===== config.mk =====
export PLATFORM = sky130hd
export DESIGN_NAME = wav_header_parser
export DESIGN_NICKNAME = d
export VERILOG_FILES = /design/src/rtl/wav_hdr_pkg.sv /design/src/rtl/wav_hdr_core.sv /design/src/rtl/wav_header_parser.sv
export SDC_FILE = /design/constraint.sdc
export NUM_CORES = 1
export LEC_CHECK = 0
export BUFFER_PORTS_ARGS = -buffer_cell sky130_fd_sc_hd__buf_2
export CORE_MARGIN = 5
export CORE_UTILIZATION = 55
export CTS_CLUSTER_DIAMETER = 40
export DETAILED_ROUTE_END_ITERATION = 7
export PLACE_DENSITY = 0.74
export SKIP_CTS_REPAIR_TIMING = 1
export SYNTH_ARGS = -nofsm -noshare
export SYNTH_HDL_FRONTEND = slang
export SYNTH_SLANG_ARGS = --single-unit

===== constraint.sdc =====
create_clock -name clock -period 6.7 [get_ports clock]
set_input_delay 1.675 -clock clock [delete_from_list [all_inputs] [get_ports clock]]
set_output_delay 1.675 -clock clock [all_outputs]
set_load 0.005 [all_outputs]

===== src/rtl/wav_hdr_pkg.sv =====
// Shared types and constants for the RIFF/WAVE header parser.
// Used by wav_hdr_core and wav_header_parser; depends on nothing else.

package wav_hdr_pkg;

   // Parser phases
   typedef enum logic [3:0] {
      PH_RIFF    = 4'd0,
      PH_RSIZE   = 4'd1,
      PH_WAVE    = 4'd2,
      PH_CTAG    = 4'd3,
      PH_CSIZE   = 4'd4,
      PH_FMT     = 4'd5,
      PH_SKIP    = 4'd6,
      PH_PAYLOAD = 4'd7,
      PH_ERROR   = 4'd8
   } phase_type;

   // Status codes on the result word
   localparam logic [1:0] ST_HEADER  = 2'd0;
   localparam logic [1:0] ST_PAYLOAD = 2'd1;
   localparam logic [1:0] ST_ERROR   = 2'd2;

   // Error kinds
   localparam logic [2:0] ERR_NONE      = 3'd0;
   localparam logic [2:0] ERR_RIFF      = 3'd1;
   localparam logic [2:0] ERR_WAVE      = 3'd2;
   localparam logic [2:0] ERR_FMT_SIZE  = 3'd3;
   localparam logic [2:0] ERR_NOT_PCM   = 3'd4;
   localparam logic [2:0] ERR_CHANNELS  = 3'd5;
   localparam logic [2:0] ERR_TRUNCATED = 3'd6;
   localparam logic [2:0] ERR_DATA_EARLY = 3'd7;

   // Four-character tags, first byte in the low bits
   localparam logic [31:0] TAG_RIFF = 32'h4646_4952;
   localparam logic [31:0] TAG_WAVE = 32'h4556_4157;
   localparam logic [31:0] TAG_FMT  = 32'h2074_6d66;
   localparam logic [31:0] TAG_DATA = 32'h6174_6164;

   // Field lengths in bytes
   localparam logic [31:0] FIELD_BYTES = 32'd4;
   localparam logic [31:0] FMT_BYTES   = 32'd16;
   localparam logic [31:0] FMT_RATE_END = 32'd8;
   localparam logic [31:0] FMT_BITS_START = 32'd14;

   localparam logic [15:0] FORMAT_PCM = 16'd1;

   // One result word
   typedef struct packed {
      logic [1:0]  status;
      logic [7:0]  payload_byte;
      logic [1:0]  channel_count;
      logic [31:0] sample_rate;
      logic [15:0] sample_bits;
      logic [31:0] data_bytes;
      logic [2:0]  error_kind;
   } result_type;

endpackage


===== src/rtl/wav_hdr_core.sv =====
// Byte-wise header parse state and its per-byte update.
// Depends on wav_hdr_pkg; instantiated by wav_header_parser.

module wav_hdr_core (
   input  logic                     clock,
   input  logic                     reset,
   input  logic                     step_en,
   input  logic [7:0]               file_byte,
   input  logic                     is_last,
   output wav_hdr_pkg::result_type  result
);

   wav_hdr_pkg::phase_type phase_ff, phase_in;
   logic [31:0] cnt_ff, cnt_in;
   logic [31:0] asm_ff, asm_in;
   logic [31:0] tag_ff, tag_in;
   logic        fmt_seen_ff, fmt_seen_in;
   logic [1:0]  chan_ff, chan_in;
   logic [31:0] rate_ff, rate_in;
   logic [15:0] bits_ff, bits_in;
   logic [15:0] pend_ff, pend_in;
   logic [31:0] size_ff, size_in;
   logic [2:0]  err_ff, err_in;

   logic [31:0] cnt_inc;
   logic [31:0] cnt_dec;
   logic [31:0] tag_shift;
   logic [31:0] asm_shift;
   logic [15:0] pend_shift;
   logic        payload;

   assign cnt_inc    = cnt_ff + 32'd1;
   assign cnt_dec    = cnt_ff - 32'd1;
   assign tag_shift  = {file_byte, tag_ff[31:8]};
   assign asm_shift  = {file_byte, asm_ff[31:8]};
   assign pend_shift = {file_byte, pend_ff[15:8]};

   // State registers
   always_ff @(posedge clock) begin
      if (reset) begin
         phase_ff    <= wav_hdr_pkg::PH_RIFF;
         cnt_ff      <= '0;
         asm_ff      <= '0;
         tag_ff      <= '0;
         fmt_seen_ff <= 1'b0;
         chan_ff     <= '0;
         rate_ff     <= '0;
         bits_ff     <= '0;
         pend_ff     <= '0;
         size_ff     <= '0;
         err_ff      <= wav_hdr_pkg::ERR_NONE;
      end else if (step_en) begin
         phase_ff    <= phase_in;
         cnt_ff      <= cnt_in;
         asm_ff      <= asm_in;
         tag_ff      <= tag_in;
         fmt_seen_ff <= fmt_seen_in;
         chan_ff     <= chan_in;
         rate_ff     <= rate_in;
         bits_ff     <= bits_in;
         pend_ff     <= pend_in;
         size_ff     <= size_in;
         err_ff      <= err_in;
      end
   end

   // Next state for one byte
   always_comb begin
      phase_in    = phase_ff;
      cnt_in      = cnt_ff;
      asm_in      = asm_ff;
      tag_in      = tag_ff;
      fmt_seen_in = fmt_seen_ff;
      chan_in     = chan_ff;
      rate_in     = rate_ff;
      bits_in     = bits_ff;
      pend_in     = pend_ff;
      size_in     = size_ff;
      err_in      = err_ff;
      payload     = 1'b0;

      unique case (phase_ff)
         wav_hdr_pkg::PH_RIFF, wav_hdr_pkg::PH_WAVE: begin
            tag_in = tag_shift;
            cnt_in = cnt_inc;
            if (cnt_inc == wav_hdr_pkg::FIELD_BYTES) begin
               cnt_in = '0;
               if (phase_ff == wav_hdr_pkg::PH_RIFF) begin
                  if (tag_shift != wav_hdr_pkg::TAG_RIFF) begin
                     err_in   = wav_hdr_pkg::ERR_RIFF;
                     phase_in = wav_hdr_pkg::PH_ERROR;
                  end else begin
                     phase_in = wav_hdr_pkg::PH_RSIZE;
                  end
               end else begin
                  if (tag_shift != wav_hdr_pkg::TAG_WAVE) begin
                     err_in   = wav_hdr_pkg::ERR_WAVE;
                     phase_in = wav_hdr_pkg::PH_ERROR;
                  end else begin
                     phase_in = wav_hdr_pkg::PH_CTAG;
                  end
               end
            end
         end
         wav_hdr_pkg::PH_RSIZE: begin
            cnt_in = cnt_inc;
            if (cnt_inc == wav_hdr_pkg::FIELD_BYTES) begin
               cnt_in   = '0;
               phase_in = wav_hdr_pkg::PH_WAVE;
            end
         end
         wav_hdr_pkg::PH_CTAG: begin
            tag_in = tag_shift;
            cnt_in = cnt_inc;
            if (cnt_inc == wav_hdr_pkg::FIELD_BYTES) begin
               cnt_in   = '0;
               phase_in = wav_hdr_pkg::PH_CSIZE;
            end
         end
         wav_hdr_pkg::PH_CSIZE: begin
            asm_in = asm_shift;
            cnt_in = cnt_inc;
            if (cnt_inc == wav_hdr_pkg::FIELD_BYTES) begin
               cnt_in = '0;
               priority if (tag_ff == wav_hdr_pkg::TAG_FMT) begin
                  if (asm_shift != wav_hdr_pkg::FMT_BYTES) begin
                     err_in   = wav_hdr_pkg::ERR_FMT_SIZE;
                     phase_in = wav_hdr_pkg::PH_ERROR;
                  end else begin
                     phase_in = wav_hdr_pkg::PH_FMT;
                  end
               end else if (tag_ff == wav_hdr_pkg::TAG_DATA) begin
                  if (!fmt_seen_ff) begin
                     err_in   = wav_hdr_pkg::ERR_DATA_EARLY;
                     phase_in = wav_hdr_pkg::PH_ERROR;
                  end else begin
                     size_in  = asm_shift;
                     phase_in = wav_hdr_pkg::PH_PAYLOAD;
                  end
               end else if (asm_shift == '0) begin
                  // empty chunk: next byte opens a new tag
                  phase_in = wav_hdr_pkg::PH_CTAG;
               end else begin
                  cnt_in   = asm_shift;
                  phase_in = wav_hdr_pkg::PH_SKIP;
               end
            end
         end
         wav_hdr_pkg::PH_SKIP: begin
            cnt_in = cnt_dec;
            if (cnt_dec == '0) begin
               phase_in = wav_hdr_pkg::PH_CTAG;
            end
         end
         wav_hdr_pkg::PH_FMT: begin
            // format tag and channels, then rate, then bits per sample
            priority if (cnt_ff < wav_hdr_pkg::FIELD_BYTES) begin
               tag_in = tag_shift;
            end else if (cnt_ff < wav_hdr_pkg::FMT_RATE_END) begin
               asm_in = asm_shift;
            end else if (cnt_ff >= wav_hdr_pkg::FMT_BITS_START) begin
               pend_in = pend_shift;
            end else begin
               pend_in = pend_ff;
            end
            cnt_in = cnt_inc;
            if (cnt_inc == wav_hdr_pkg::FMT_BYTES) begin
               cnt_in = '0;
               priority if (tag_ff[15:0] != wav_hdr_pkg::FORMAT_PCM) begin
                  err_in   = wav_hdr_pkg::ERR_NOT_PCM;
                  phase_in = wav_hdr_pkg::PH_ERROR;
               end else if (tag_ff[31:16] != 16'd1 && tag_ff[31:16] != 16'd2) begin
                  err_in   = wav_hdr_pkg::ERR_CHANNELS;
                  phase_in = wav_hdr_pkg::PH_ERROR;
               end else begin
                  chan_in     = tag_ff[17:16];
                  rate_in     = asm_ff;
                  bits_in     = pend_in;
                  fmt_seen_in = 1'b1;
                  phase_in    = wav_hdr_pkg::PH_CTAG;
               end
            end
         end
         wav_hdr_pkg::PH_PAYLOAD: begin
            payload = 1'b1;
         end
         default: begin
            // error phase holds until reset
         end
      endcase

      // end of file inside the header
      if (is_last && phase_in != wav_hdr_pkg::PH_PAYLOAD
            && phase_in != wav_hdr_pkg::PH_ERROR) begin
         err_in   = wav_hdr_pkg::ERR_TRUNCATED;
         phase_in = wav_hdr_pkg::PH_ERROR;
      end
   end

   // Result word from the updated state
   always_comb begin
      if (phase_in == wav_hdr_pkg::PH_ERROR) begin
         result.status = wav_hdr_pkg::ST_ERROR;
      end else if (payload) begin
         result.status = wav_hdr_pkg::ST_PAYLOAD;
      end else begin
         result.status = wav_hdr_pkg::ST_HEADER;
      end
      result.payload_byte  = payload ? file_byte : 8'd0;
      result.channel_count = chan_in;
      result.sample_rate   = rate_in;
      result.sample_bits   = bits_in;
      result.data_bytes    = size_in;
      result.error_kind    = err_in;
   end

endmodule


===== src/rtl/wav_header_parser.sv =====
// Top level of the RIFF/WAVE PCM header parser: stream handshake and result register.
// Depends on wav_hdr_pkg and wav_hdr_core.
//
// Usage:
//   The req_ channel carries the file one byte per word, req_tlast marking the
//   final byte. Every accepted word yields exactly one rsp_ word holding the
//   status (rsp_tuser), the payload byte and the header values kept so far.
//   Once the 'data' chunk header is through, each following byte comes out
//   with status payload; any header fault gives status error, sticky until reset.
// Result: the result for a byte is registered and valid in the cycle after the byte is accepted.
// Throughput: one byte per cycle while rsp_tready stays high; the per-byte update of the parse state is a
//   single register step, so the only limit is the output register.
// Reset: synchronous, active high; returns to expecting the RIFF tag, clears all
//   kept values and the error, and empties the result register.
// Stall: while rsp_tready is low and a result waits, req_tready drops and the
//   result holds; with rsp_tready high, a new byte is taken in the same cycle
//   the waiting result leaves.

module wav_header_parser (
   input  logic        clock,
   input  logic        reset,
   // input stream
   input  logic        req_tvalid,
   output logic        req_tready,
   input  logic [7:0]  req_tdata,   // [7:0] file_byte
   input  logic        req_tlast,   // is_last
   // result stream
   output logic        rsp_tvalid,
   input  logic        rsp_tready,
   output logic [95:0] rsp_tdata,   // [7:0] payload_byte, [9:8] channel_count,
                                    // [41:10] sample_rate, [57:42] sample_bits,
                                    // [89:58] data_bytes, [92:90] error_kind, rest 0
   output logic [1:0]  rsp_tuser    // status
);

   logic                    req_accept;
   logic                    rsp_valid_ff;
   wav_hdr_pkg::result_type rsp_data_ff;
   wav_hdr_pkg::result_type step_result;

   assign req_tready = !rsp_valid_ff || rsp_tready;
   assign req_accept = req_tvalid && req_tready;

   wav_hdr_core u_core (
      .clock     (clock),
      .reset     (reset),
      .step_en   (req_accept),
      .file_byte (req_tdata),
      .is_last   (req_tlast),
      .result    (step_result)
   );

   // Result register valid flag
   always_ff @(posedge clock) begin
      if (reset) begin
         rsp_valid_ff <= 1'b0;
      end else if (req_accept) begin
         rsp_valid_ff <= 1'b1;
      end else if (rsp_tready) begin
         rsp_valid_ff <= 1'b0;
      end
   end

   // Result register payload
   always_ff @(posedge clock) begin
      if (req_accept) begin
         rsp_data_ff <= step_result;
      end
   end

   assign rsp_tvalid = rsp_valid_ff;
   assign rsp_tuser  = rsp_data_ff.status;
   assign rsp_tdata  = {3'b000,
                        rsp_data_ff.error_kind,
                        rsp_data_ff.data_bytes,
                        rsp_data_ff.sample_bits,
                        rsp_data_ff.sample_rate,
                        rsp_data_ff.channel_count,
                        rsp_data_ff.payload_byte};

   // Error status always carries a cause, and payload never does
   a_error_has_kind: assert property (@(posedge clock) disable iff (reset)
      rsp_valid_ff && rsp_data_ff.status == wav_hdr_pkg::ST_ERROR
      |-> rsp_data_ff.error_kind != wav_hdr_pkg::ERR_NONE)
      else $error("error status without error kind");

   a_payload_clean: assert property (@(posedge clock) disable iff (reset)
      rsp_valid_ff && rsp_data_ff.status == wav_hdr_pkg::ST_PAYLOAD
      |-> rsp_data_ff.error_kind == wav_hdr_pkg::ERR_NONE
          && rsp_data_ff.channel_count != 2'd0)
      else $error("payload while in error or before fmt");

   // Errors are sticky across accepted bytes
   a_error_sticky: assert property (@(posedge clock) disable iff (reset)
      rsp_valid_ff && rsp_data_ff.status == wav_hdr_pkg::ST_ERROR && req_accept
      |=> rsp_data_ff.status == wav_hdr_pkg::ST_ERROR)
      else $error("error status cleared without reset");

   // Header and error status never carry a payload byte
   a_header_no_byte: assert property (@(posedge clock) disable iff (reset)
      rsp_valid_ff && rsp_data_ff.status != wav_hdr_pkg::ST_PAYLOAD
      |-> rsp_data_ff.payload_byte == 8'd0)
      else $error("payload byte outside payload status");

endmodule

[After elaboration in Yosys (flattened, before gate mapping)]
Index checks and enable logic that the tools add are counted.
Storage, ports and cells
  logic and storage cells: 138
  flip-flop bits (word level): 298
  output and inout bits: 100
  bits of input ports: 13
Operators by class
  muxes and demuxes: 68
  reductions and logical operators: 21
  $lt $le $gt $ge: 3
  bitwise operators: 2
  $add $sub $neg: 2
  eq/ne operators: 23
Operator list (number)
  two-way mux 32 bit: 18
  one-hot mux 32 bit (2 select lines): 2
  one-hot mux 32 bit (4 select lines): 1
  two-way mux 16 bit: 7
  zero test 32 bit: 2
  two-way mux 4 bit: 16
  != test 32 x 31 -> 1 bit, second input constant: 2
  two-way mux 3 bit: 14
  adder 32 x 1 -> 32 bit, second input constant: 1
  == test 32 x 3 -> 1 bit, second input constant: 1
  == test 32 x 30 -> 1 bit, second input constant: 1
  == test 32 x 31 -> 1 bit, second input constant: 1
  == test 32 x 5 -> 1 bit, second input constant: 1
  greater-or-equal comparator 32 x 4 -> 1 bit, second input constant: 1
  < comparator 32 x 3 -> 1 bit, second input constant: 1
  < comparator 32 x 4 -> 1 bit, second input constant: 1
  != test 16 x 1 -> 1 bit, second input constant: 2
  != test 32 x 5 -> 1 bit, second input constant: 1
  subtractor 32 x 1 -> 32 bit, second input constant: 1
  one-hot mux 4 bit (6 select lines): 1
  == test 4 x 3 -> 1 bit, second input constant: 4
  != test 16 x 2 -> 1 bit, second input constant: 1
  one-hot mux 3 bit (3 select lines): 1
  == test 4 x 2 -> 1 bit, second input constant: 2
  other kinds (22): 36

[Logic depth before layout (Yosys ltp)]
Gate-level depths: netlist of the first run.
  depth after elaboration: 11
  depth in mapped cells: 17
  depth with buffers taken out: 13

[Hierarchy]
Synthesis of the first run repeated with hierarchy kept, for this count alone.
Unflattened totals
  cells, all modules: 1642
  area total of the unflattened synthesis: 14835.5 sq um
By module, submodules not included
  wav_hdr_core: times used 1, area each 11901.4 sq um, cells each 1538, seq. area each 4043.9 sq um
  wav_header_parser: times used 1, area each 2934.1 sq um, cells each 104, seq. area each 2872.8 sq um

[Worst setup path after synthesis of the first run]
Ideal clock, no wire load.
  kind: in2reg
  start point: input rsp_tready
  end point: register rsp_data_ff, in the netlist rsp_tdata[0], enable pin
  slack: 1.051 ns
  buffers on the path: 2
  required time: 6.204 ns
  setup time: 0.496 ns
  arrival: 5.153 ns
  stages on the path: 5
  cells stage by stage: nand2b_1 nand2_1 clkinv_1 clkbuf_1 clkbuf_1
On the way
  cells in the longest elaborated chain, start to end: 2
RTL lines
  from (decl): RTL line wav_header_parser.sv:29  | input logic rsp_tready,
  logical OR 1 bit: RTL line wav_header_parser.sv:41  | assign req_tready = !rsp_valid_ff || rsp_tready;
  logical AND 1 bit: RTL line wav_header_parser.sv:42  | assign req_accept = req_tvalid && req_tready;
  named net req_accept: RTL line wav_header_parser.sv:36  | logic req_accept;
  to (signal assigned): RTL line wav_header_parser.sv:67  | rsp_data_ff <= step_result;
  to (decl): RTL line wav_header_parser.sv:38  | wav_hdr_pkg::result_type rsp_data_ff;
The timed path passes the listed nets, and every way through them passes these cells.
A chain may end at the register's enable or synchronous reset.

==> run metrics, run 1 <==
Post-Synthesis Cells 1710; # IOs 113; Chip Height 174 microns; layout cells sized above 1 between 10% and 20%; synth unique cells 78; CTS clk-pin slew, worst paths approximately 0.06 ns; GRT Residual Overflow 0; max-cap check violation count 0; top post-synthesis cells by area dfxtp_1 (27%), edfxtp_1 (19%), nand2_1 (6.3%); pin count of the biggest net entering global routing 116; Synth top area share between 20 and 30%; std cell rows 60; vias in the first global route 12.4k; Critical Path RT 7.06 ns; area grow syn2layout 12.4%; Yosys reg bits 298; Worst Hold Launch u_core.rate_ff[22]$_SDFFE_PP0P_; status finished, final reports clean; Slew Viols, Final 0; Tmin final 5.39 ns; initial antenna violation count 0; Setup CP Type flop to flop; DR WL/cell 20.3 microns; first drt pass iteration count 6; peak supply drop 0.000201 V; period utilisation layout 80.5%; CTS tree built; CTS root buffer clkbuf_16; post-synthesis average cell area a little under 9 sq um; Initial Utilization 55.4%; Slew headroom between 10% and 20%; Worst-Margin Slew 1.23 ns; Std-Cell Core Area 0.0268 sq mm; GRT Total Usage 27.2%; Routed Antenna Nets 0; final wirelength 42700 microns; Pleak 6.23 nW; Detailed Route Iter0 Violations 1248; vias approximately 13k; RR Startpoint u_core.cnt_ff[1]$_SDFFE_PP0P_; Worst Path Arrival 5.76 ns; CP Launch Type flop; Post-DP Area 0.0154 sq mm; hold path depth 2; Die Width between 150 and 200 microns; Die Footprint a little over 0.03 sq mm; layout filler cell count 2261; Placer Congestion 0.966; Clock Skew 0.0223 ns; Peak Freq 185 MHz; most frequent cells in the layout nand2_1 (248), dfxtp_1 (203), nor2_1 (197); DP Wirelength 28000 microns; mapped cell area 0.0148 sq mm; Power Density 263 mW/mm^2; Hold Path Class flop to flop; Hold EP u_core.rate_ff[22]$_SDFFE_PP0P_; worst skew pair latency 0.53 ns; DRC errors left 0; commonest non-fill, non-tap cell in the layout nand2_1; setup TNS 0 ns; post-route design area 0.0167 sq mm; antenna fix cells 0; sequential share of the synthesized area 46.6%; final net count 1753; area of the multi-input gates 0.00732 sq mm; hold_ws between 0.4 and 0.5 ns; Worst R2R Setup Slack between 1 and 1.5 ns; Clock Tree Buf Depth 3; first-pass GRT wire length 67800 microns; Syn. warnings 0; CP endpoint kind flop; H-tree levels 2; Post-synth ARST share 0%; Inserted Clock Buffers 39; Post-synth EDFFs 95; register area 0.00692 sq mm; RR Endpoint u_core.rate_ff[8]$_SDFFE_PP0P_; RSZ-0062 raised after global routing false; Yosys top cell by area dfxtp_1; # clock sinks 298; vias per cell 6.26; FF-to-FF path depth 12; critical-path maximum fanout 33; Top FF cell, synth dfxtp_1; setup violators final 0; IO buf count 109; final hold viol count 0
## worst max path at each step
stage	start	to	slack (ns)	cells after the start
floorplan	rsp_tready	rsp_tdata[0]$_SDFFCE_PN0P_	1.05	5
global placement	req_tdata[3]	rsp_tdata[92]$_DFFE_PP_	1.55	12
detailed placement	u_core.cnt_ff[1]$_SDFFE_PP0P_	u_core.rate_ff[8]$_SDFFE_PP0P_	1.45	12
CTS	u_core.cnt_ff[1]$_SDFFE_PP0P_	u_core.rate_ff[8]$_SDFFE_PP0P_	1.42	12
global route	u_core.cnt_ff[1]$_SDFFE_PP0P_	u_core.rate_ff[26]$_SDFFE_PP0P_	0.99	12
finish	u_core.cnt_ff[1]$_SDFFE_PP0P_	u_core.rate_ff[8]$_SDFFE_PP0P_	1.31	12
## worst max-delay path: stages (launching register included)
cell,delay [ns]
dfxtp_1,0.58
ha_1,0.42
nand3_1,0.25
nor4_1,1.02
and4_1,0.36
o211ai_1,0.10
and4b_1,0.40
and4_1,0.46
and2_2,0.73
buf_4,0.37
mux2_2,0.37
nand2_1,0.07
a21oi_1,0.08
## synth_stat cells, types with 4 or more instances
| library cell | n |
|---|---|
| a211oi_1 | 10 |
| a21oi_1 | 173 |
| a22oi_1 | 15 |
| a31oi_1 | 15 |
| and2_1 | 19 |
| and3_1 | 12 |
| and4_1 | 7 |
| and4b_1 | 4 |
| buf_1 | 6 |
| buf_2 | 25 |
| buf_4 | 4 |
| clkbuf_1 | 109 |
| dfxtp_1 | 203 |
| edfxtp_1 | 95 |
| ha_1 | 4 |
| inv_1 | 15 |
| mux2_2 | 66 |
| mux2i_1 | 49 |
| nand2_1 | 249 |
| nand2b_1 | 8 |
| nand3_1 | 43 |
| nand4_1 | 23 |
| nand4b_1 | 4 |
| nor2_1 | 197 |
| nor3_1 | 84 |
| nor3b_1 | 5 |
| nor4_1 | 37 |
| nor4b_1 | 4 |
| o211ai_1 | 8 |
| o21a_1 | 8 |
| o21ai_0 | 49 |
| o221ai_1 | 6 |
| o22ai_1 | 5 |
| o31ai_1 | 10 |
| o32ai_1 | 7 |
| or3_1 | 17 |
| or4_1 | 14 |
| xnor2_1 | 28 |
| xor2_1 | 10 |
## stage by stage
| step | setup WS (ns) | utilization [%] | total power (W) | cells |
|---|---|---|---|---|
| floorplan | 1.05 | - | 0.00226 | 1712 |
| global placement | 1.55 | 57.5 | 0.00238 | 2036 |
| detailed placement | 1.45 | 57.5 | 0.00239 | 2036 |
| CTS | 1.42 | 62.3 | 0.00441 | 2107 |
| global route | 0.990 | 62.3 | 0.00454 | 2107 |
| finish | 1.31 | 62.3 | 0.00439 | 2107 |
## cells by family (layout without fill, tap and decap cells)
kind of cell / Yosys count / in the layout / synth area share (%)
other cells: 1 / 3 / 0.0253
buf+inv: 160 / 214 / 4.36
simple gates: 741 / 741 / 23.4
compound gates: 352 / 352 / 14.6
flops: 298 / 298 / 46.6
mux: 116 / 116 / 8.41
fa+ha+maj: 4 / 4 / 0.337
xor+xnor: 38 / 38 / 2.24
## flip-flops by register name (all words and copies together) (netlist names)
register,cells
u_core.phase_ff,4
u_core.bits_ff,16
u_core.err_ff,3
u_core.fmt_seen_ff,1
u_core.tag_ff,32
rsp_tuser,2
u_core.rate_ff,32
u_core.size_ff,32
u_core.chan_ff,2
u_core.cnt_ff,32
rsp_tvalid,1
u_core.pend_ff,16
rsp_tdata,93
u_core.asm_ff,32
## layout make-up
cell class | count | area share, %
tap | 341 | 2.56
timing repair buffer | 127 | 4.11
clock inverter | 18 | 0.967
sequential | 298 | 41.4
clock buffer | 53 | 6.72
multi-input combinational | 1254 | 43.8
inverter | 16 | 0.390
## routing by layer
metal	up-vias	share of wire [%]	GRT usage [%]
li1	6204	-	-
met1	6332	42	36.1
met2	519	46	43.9
met3	125	7.8	5.48
met4	0	3.9	10.2
met5	-	0	0
## power by group
group	internal, W	total (W)	leakage (nW)	switching (W)
combinational	0.000130	0.000386	3.00	0.000255
clock	0.00123	0.00203	0.632	0.000799
sequential	0.00193	0.00197	2.60	0.0000425
Power figures use the tool's default switching activity.
==> run 2, diff against run 1 <==
- clock period: 6.7 -> 5 ns (I/O delays scaled with it)
==> run 2 against run 1 <==
  * Sequential share of layout area is 1.3 points lower
  * Combinational power is 48% higher
  * Via count is 2.6% higher
  * Highest routed layer unchanged
  * Clock skew is 0.011 ns lower
  * Critical path depth is 2 lower
  * Sequential power is 34% higher
  * Largest cell class unchanged
  * Setup slack worse by 0.88 ns
==> run metrics, run 2 (synthesized netlist as in run 1, its figures left out) <==
max-cap check violation count 0; critical-path maximum fanout 23; Seq pwr share 42.4%; period utilisation layout 91.5%; first-pass GRT wire length 72200 microns; DP Worst Slack 0.417 ns; Post-DP Area approximately 0.016 sq mm; vias per cell between 6 and 7; Setup CP Type flop to flop; final net count 1792; Inserted Clock Buffers between 40 and 50; Hold Path Class flop to flop; switch share about 26%; sw power 0.00160 W; Chip Height 174 microns; GRT Residual Overflow 0; pin count of the biggest net entering global routing 106; final wirelength approximately 47000 microns; DRC errors left 0; Std-Cell Core Area 0.0268 sq mm; initial antenna violation count 2; CTS tree built; CP Launch Type flop; DP Wirelength 31000 microns; CP endpoint kind flop; Power Density around 360 mW/mm^2; # IOs 113; Critical Path RT 5.34 ns; H-tree levels 2; Slew headroom 28.2%; Pleak roughly 6.5 nW; Worst-Margin Slew 1.07 ns; final hold viol count 0; setup TNS 0 ns; Routed Antenna Nets 0; Tmin final ~4.6 ns; area grow syn2layout 16.0%; peak supply drop 0.000332 V; hold_ws 0.449 ns; DR WL/cell between 20 and 25 microns; Placer Congestion 1.01; GRT Total Usage 29.5%; Largest register FFs 93; Clock Tree Buf Depth 3; Clock Skew 0.0118 ns; CTS clk-pin slew, worst paths 0.06 ns; Slew Viols, Final 0; most frequent cells in the layout nand2_1 (248), dfxtp_1 (203), nor2_1 (197); Die Width about 170 microns; Combinational Power Share 9.2%; worst skew pair latency 0.53 ns; layout cells sized above 1 between 15 and 20%; CTS root buffer clkbuf_16; first drt pass iteration count 6; std cell rows 60; Die Footprint around 0.030 sq mm; vias in the first global route 12.6k; Peak Freq 218 MHz; RSZ-0062 raised after global routing false; Detailed Route Iter0 Violations 1624; post-route design area 0.0172 sq mm; vias roughly 14k; setup violators final 0; status finished, final reports clean; IO buf count 109; clock share of power around half; cell-internal power around 0.0046 W; commonest non-fill, non-tap cell in the layout nand2_1; Final Core Density around 64%; final setup margin 0.423 ns; # clock sinks about 300; Worst Path Arrival 4.92 ns; Initial Utilization 55.4%
run 2: cell types whose count changed in the layout (fill, tap and decap cells not counted), moves of 2 or more:
cell        delta
buf_4         +29
buf_12         +6
clkinv_2       -5
clkbuf_1       -4
inv_8          +4
clkbuf_16      +3
clkinvlp_4     +3
clkinv_1       +2
run 2: final timing paths:
path / start / to / slack, ns / cells after the start
worst max-delay path: u_core.cnt_ff[2]$_SDFFE_PP0P_ / rsp_tuser[1]$_SDFFCE_PN1P_ / 0.42 / 10
worst max register to register: u_core.cnt_ff[2]$_SDFFE_PP0P_ / rsp_tuser[1]$_SDFFCE_PN1P_ / 0.42 / 10
worst min-delay path: u_core.tag_ff[7]$_SDFFE_PP0P_ / u_core.tag_ff[7]$_SDFFE_PP0P_ / 0.45 / 2
worst min register to register: u_core.tag_ff[7]$_SDFFE_PP0P_ / u_core.tag_ff[7]$_SDFFE_PP0P_ / 0.45 / 2
run 2: cell type report:
type | instances | area (sq um)
Clock buffer | 52 | 1180
Clock inverter | 26 | 273
Timing Repair Buffer | 163 | 1030
Tap cell | 341 | 427
Antenna cell | 1 | 2.50
Inverter | 16 | 65.1
Fill cell | 2193 | 9580
Multi-Input combinational cell | 1254 | 7320
Sequential cell | 298 | 6920
run 2: power by group through the flow:
| stage | Clock, W | Sequential, W | Combinational, W |
|---|---|---|---|
| final | 0.00301 | 0.00264 | 0.000571 |
| after global routing | 0.00316 | 0.00265 | 0.000617 |
| after CTS | 0.00305 | 0.00264 | 0.000565 |
| after detailed placement | 0 | 0.00269 | 0.000561 |
| after global placement | 0 | 0.00269 | 0.000554 |
| after floorplan | 0 | 0.00268 | 0.000352 |
run 2: stage by stage:
step	std cells	power (W)
after floorplan	1712	0.00303
after global placement	2071	0.00324
after detailed placement	2072	0.00325
after CTS	2150	0.00626
after global routing	2150	0.00642
final	2151	0.00622
run 2: worst max-delay path, cell delays in order, from the launching register on:
cell,delay [ns]
dfxtp_1,0.79
nand4_1,0.46
or4_1,0.69
nor4_1,0.41
xnor2_1,0.27
and4_1,0.55
a21oi_1,0.15
nor4_1,0.41
nor3_2,0.12
o21ai_0,0.26
a21boi_0,0.28
run 2: routing by layer:
layer	global-route usage, %	vias up	share of wire, %
met5	0	-	0
met4	9.01	0	2.7
met3	6.11	89	8.6
met2	45.6	633	45
met1	41.9	6500	44
li1	-	6299	-
==> run 3, diff against run 2 <==
- CORE_MARGIN: 5 -> 2
==> run 3 against run 2 <==
  * Critical path depth rose by 3
  * Highest routed layer unchanged
  * Largest power group unchanged
  * Combinational power down 3%
  * First-iteration DRC count decreased by 11%
==> run metrics, run 3 (synthesized netlist as in run 1, its figures left out) <==
status finished, final reports clean; RR Endpoint u_core.bits_ff[1]$_SDFFE_PP0P_; final setup margin 0.618 ns; DP Worst Slack -0.472 ns; post-route design area around 0.017 sq mm; vias per cell 6.27; area grow syn2layout 14.6%; CTS root buffer clkbuf_16; setup violators final 0; FF-to-FF path depth 13; Worst Path Arrival 4.82 ns; antenna fix cells 0; Routed Antenna Nets 0; pin count of the biggest net entering global routing 168; CP Launch Type flop; final net count 1783; Setup CP Type flop to flop; DP Wirelength 29300 microns; Std-Cell Core Area 0.0267 sq mm; layout cells sized above 1 between 10% and 20%; max-cap check violation count 0; worst skew pair latency between 0.5 and 0.6 ns; Critical Path RT 5.44 ns; Clock Skew 0.0222 ns; hold path depth 2; Hold Path Class flop to flop; final hold viol count 0; Power, Total 0.00597 W; most frequent cells in the layout nand2_1 (248), dfxtp_1 (203), nor2_1 (197); critical-path maximum fanout 24; Power Density 351 mW/mm^2; Clock Tree Buf Depth 3; DRC errors left 0; first drt pass iteration count 7; IO buf count between 100 and 150; commonest non-fill, non-tap cell in the layout nand2_1; Die Footprint between 0.02 and 0.03 sq mm; Inserted Clock Buffers 39; Worst R2R Setup Slack 0.62 ns; # clock sinks 298; Tmin final 4.38 ns; first-pass GRT wire length 68300 microns; Detailed Route Iter0 Violations 1453; period utilisation layout 87.6%; std cell rows 60; Pleak approximately 6.4 nW; Worst-Margin Slew 1.04 ns; final wirelength around 44000 microns; Chip Height 168 microns; GRT Total Usage 30.3%; RR Startpoint u_core.cnt_ff[2]$_SDFFE_PP0P_; Peak Freq 228 MHz; Slew Viols, Final 0; Worst Hold Launch u_core.tag_ff[4]$_SDFFE_PP0P_; CTS clk-pin slew, worst paths 0.05 ns; Placer Congestion between 1 and 1.5; layout filler cell count 2204; H-tree levels 2; peak supply drop 0.000266 V; vias in the first global route 12.2k; setup TNS 0 ns; Largest register FFs between 90 and 100; Slew headroom just over 30%; Final Core Density 63.7%; Hold EP u_core.tag_ff[4]$_SDFFE_PP0P_; DR WL/cell 20.6 microns; # IOs approximately 110; Initial Utilization 55.6%; vias 13.4k; initial antenna violation count 0; CP endpoint kind flop; CTS tree built; GRT Residual Overflow 0; Post-DP Area 0.0157 sq mm; crit path launch u_core.cnt_ff[2]$_SDFFE_PP0P_; Die Width 168 microns; RSZ-0062 raised after global routing false
-- run 3: changes by cell type in the layout (fill, tap and decap cells not counted), sizes merged --
cell / before / now
clkinvlp: 4 / 5
buf: 163 / 156
diode: 1 / 0
clkinv: 7 / 10
clkbuf: 52 / 46
inv: 29 / 25
bufinv: 2 / 3
-- run 3: area by class of cell --
class	count	area (sq um)	share of cell area [%]
Tap cell	341	427	2.51
Multi-Input combinational cell	1254	7340	43.1
Clock inverter	27	298	1.75
Clock buffer	45	1020	5.98
Sequential cell	298	6920	40.6
Timing Repair Buffer	157	962	5.65
Inverter	16	65.1	0.382
-- run 3: per-stage QoR --
stage               cells  hold slack (ns)
global route         2138            0.477
finish               2138            0.451
global placement     2065            0.439
detailed placement   2065            0.444
CTS                  2137            0.452
floorplan            1712            0.431
-- run 3: power by group --
group          internal [W]  leakage (nW)  switching (W)
clock               0.00166         0.629        0.00112
sequential          0.00259          2.60      0.0000506
combinational      0.000191          3.17       0.000364
total               0.00444          6.40        0.00154
-- run 3: worst max-delay path by stage --
| stage | to | slack [ns] | cells past startpoint |
|---|---|---|---|
| final | u_core.bits_ff[1]$_SDFFE_PP0P_ | 0.62 | 13 |
| after global routing | u_core.cnt_ff[5]$_SDFFE_PP0P_ | 0.35 | 11 |
| after CTS | rsp_tdata[92]$_DFFE_PP_ | 0.07 | 12 |
| after detailed placement | rsp_tdata[92]$_DFFE_PP_ | -0.47 | 12 |
| after global placement | rsp_tdata[92]$_DFFE_PP_ | -0.51 | 12 |
| after floorplan | rsp_tdata[92]$_DFFE_PP_ | 1.19 | 13 |
-- run 3: per-layer routing --
| layer | vias to the layer above | wire, microns | track usage [%] | part of all wire (%) |
|---|---|---|---|---|
| met3 | 99 | 4200 | 6.79 | 9.5 |
| met4 | 0 | 1510 | 10.8 | 3.4 |
| met5 | - | 0 | 0 | 0 |
| met1 | 6382 | 18900 | 42.3 | 43 |
| li1 | 6262 | - | - | - |
| met2 | 653 | 19500 | 46.3 | 44 |
-- run 3: worst max-delay path: stages, from the launching register on --
cell,delay [ns]
dfxtp_1,0.76
and4_1,0.32
nand2_1,0.25
or4_1,0.59
a22oi_1,0.29
and4b_1,0.29
and4_1,0.48
and2_2,0.34
buf_4,0.30
buf_4,0.19
nor2_1,0.04
a21oi_1,0.17
nand2_1,0.08
a21oi_1,0.16
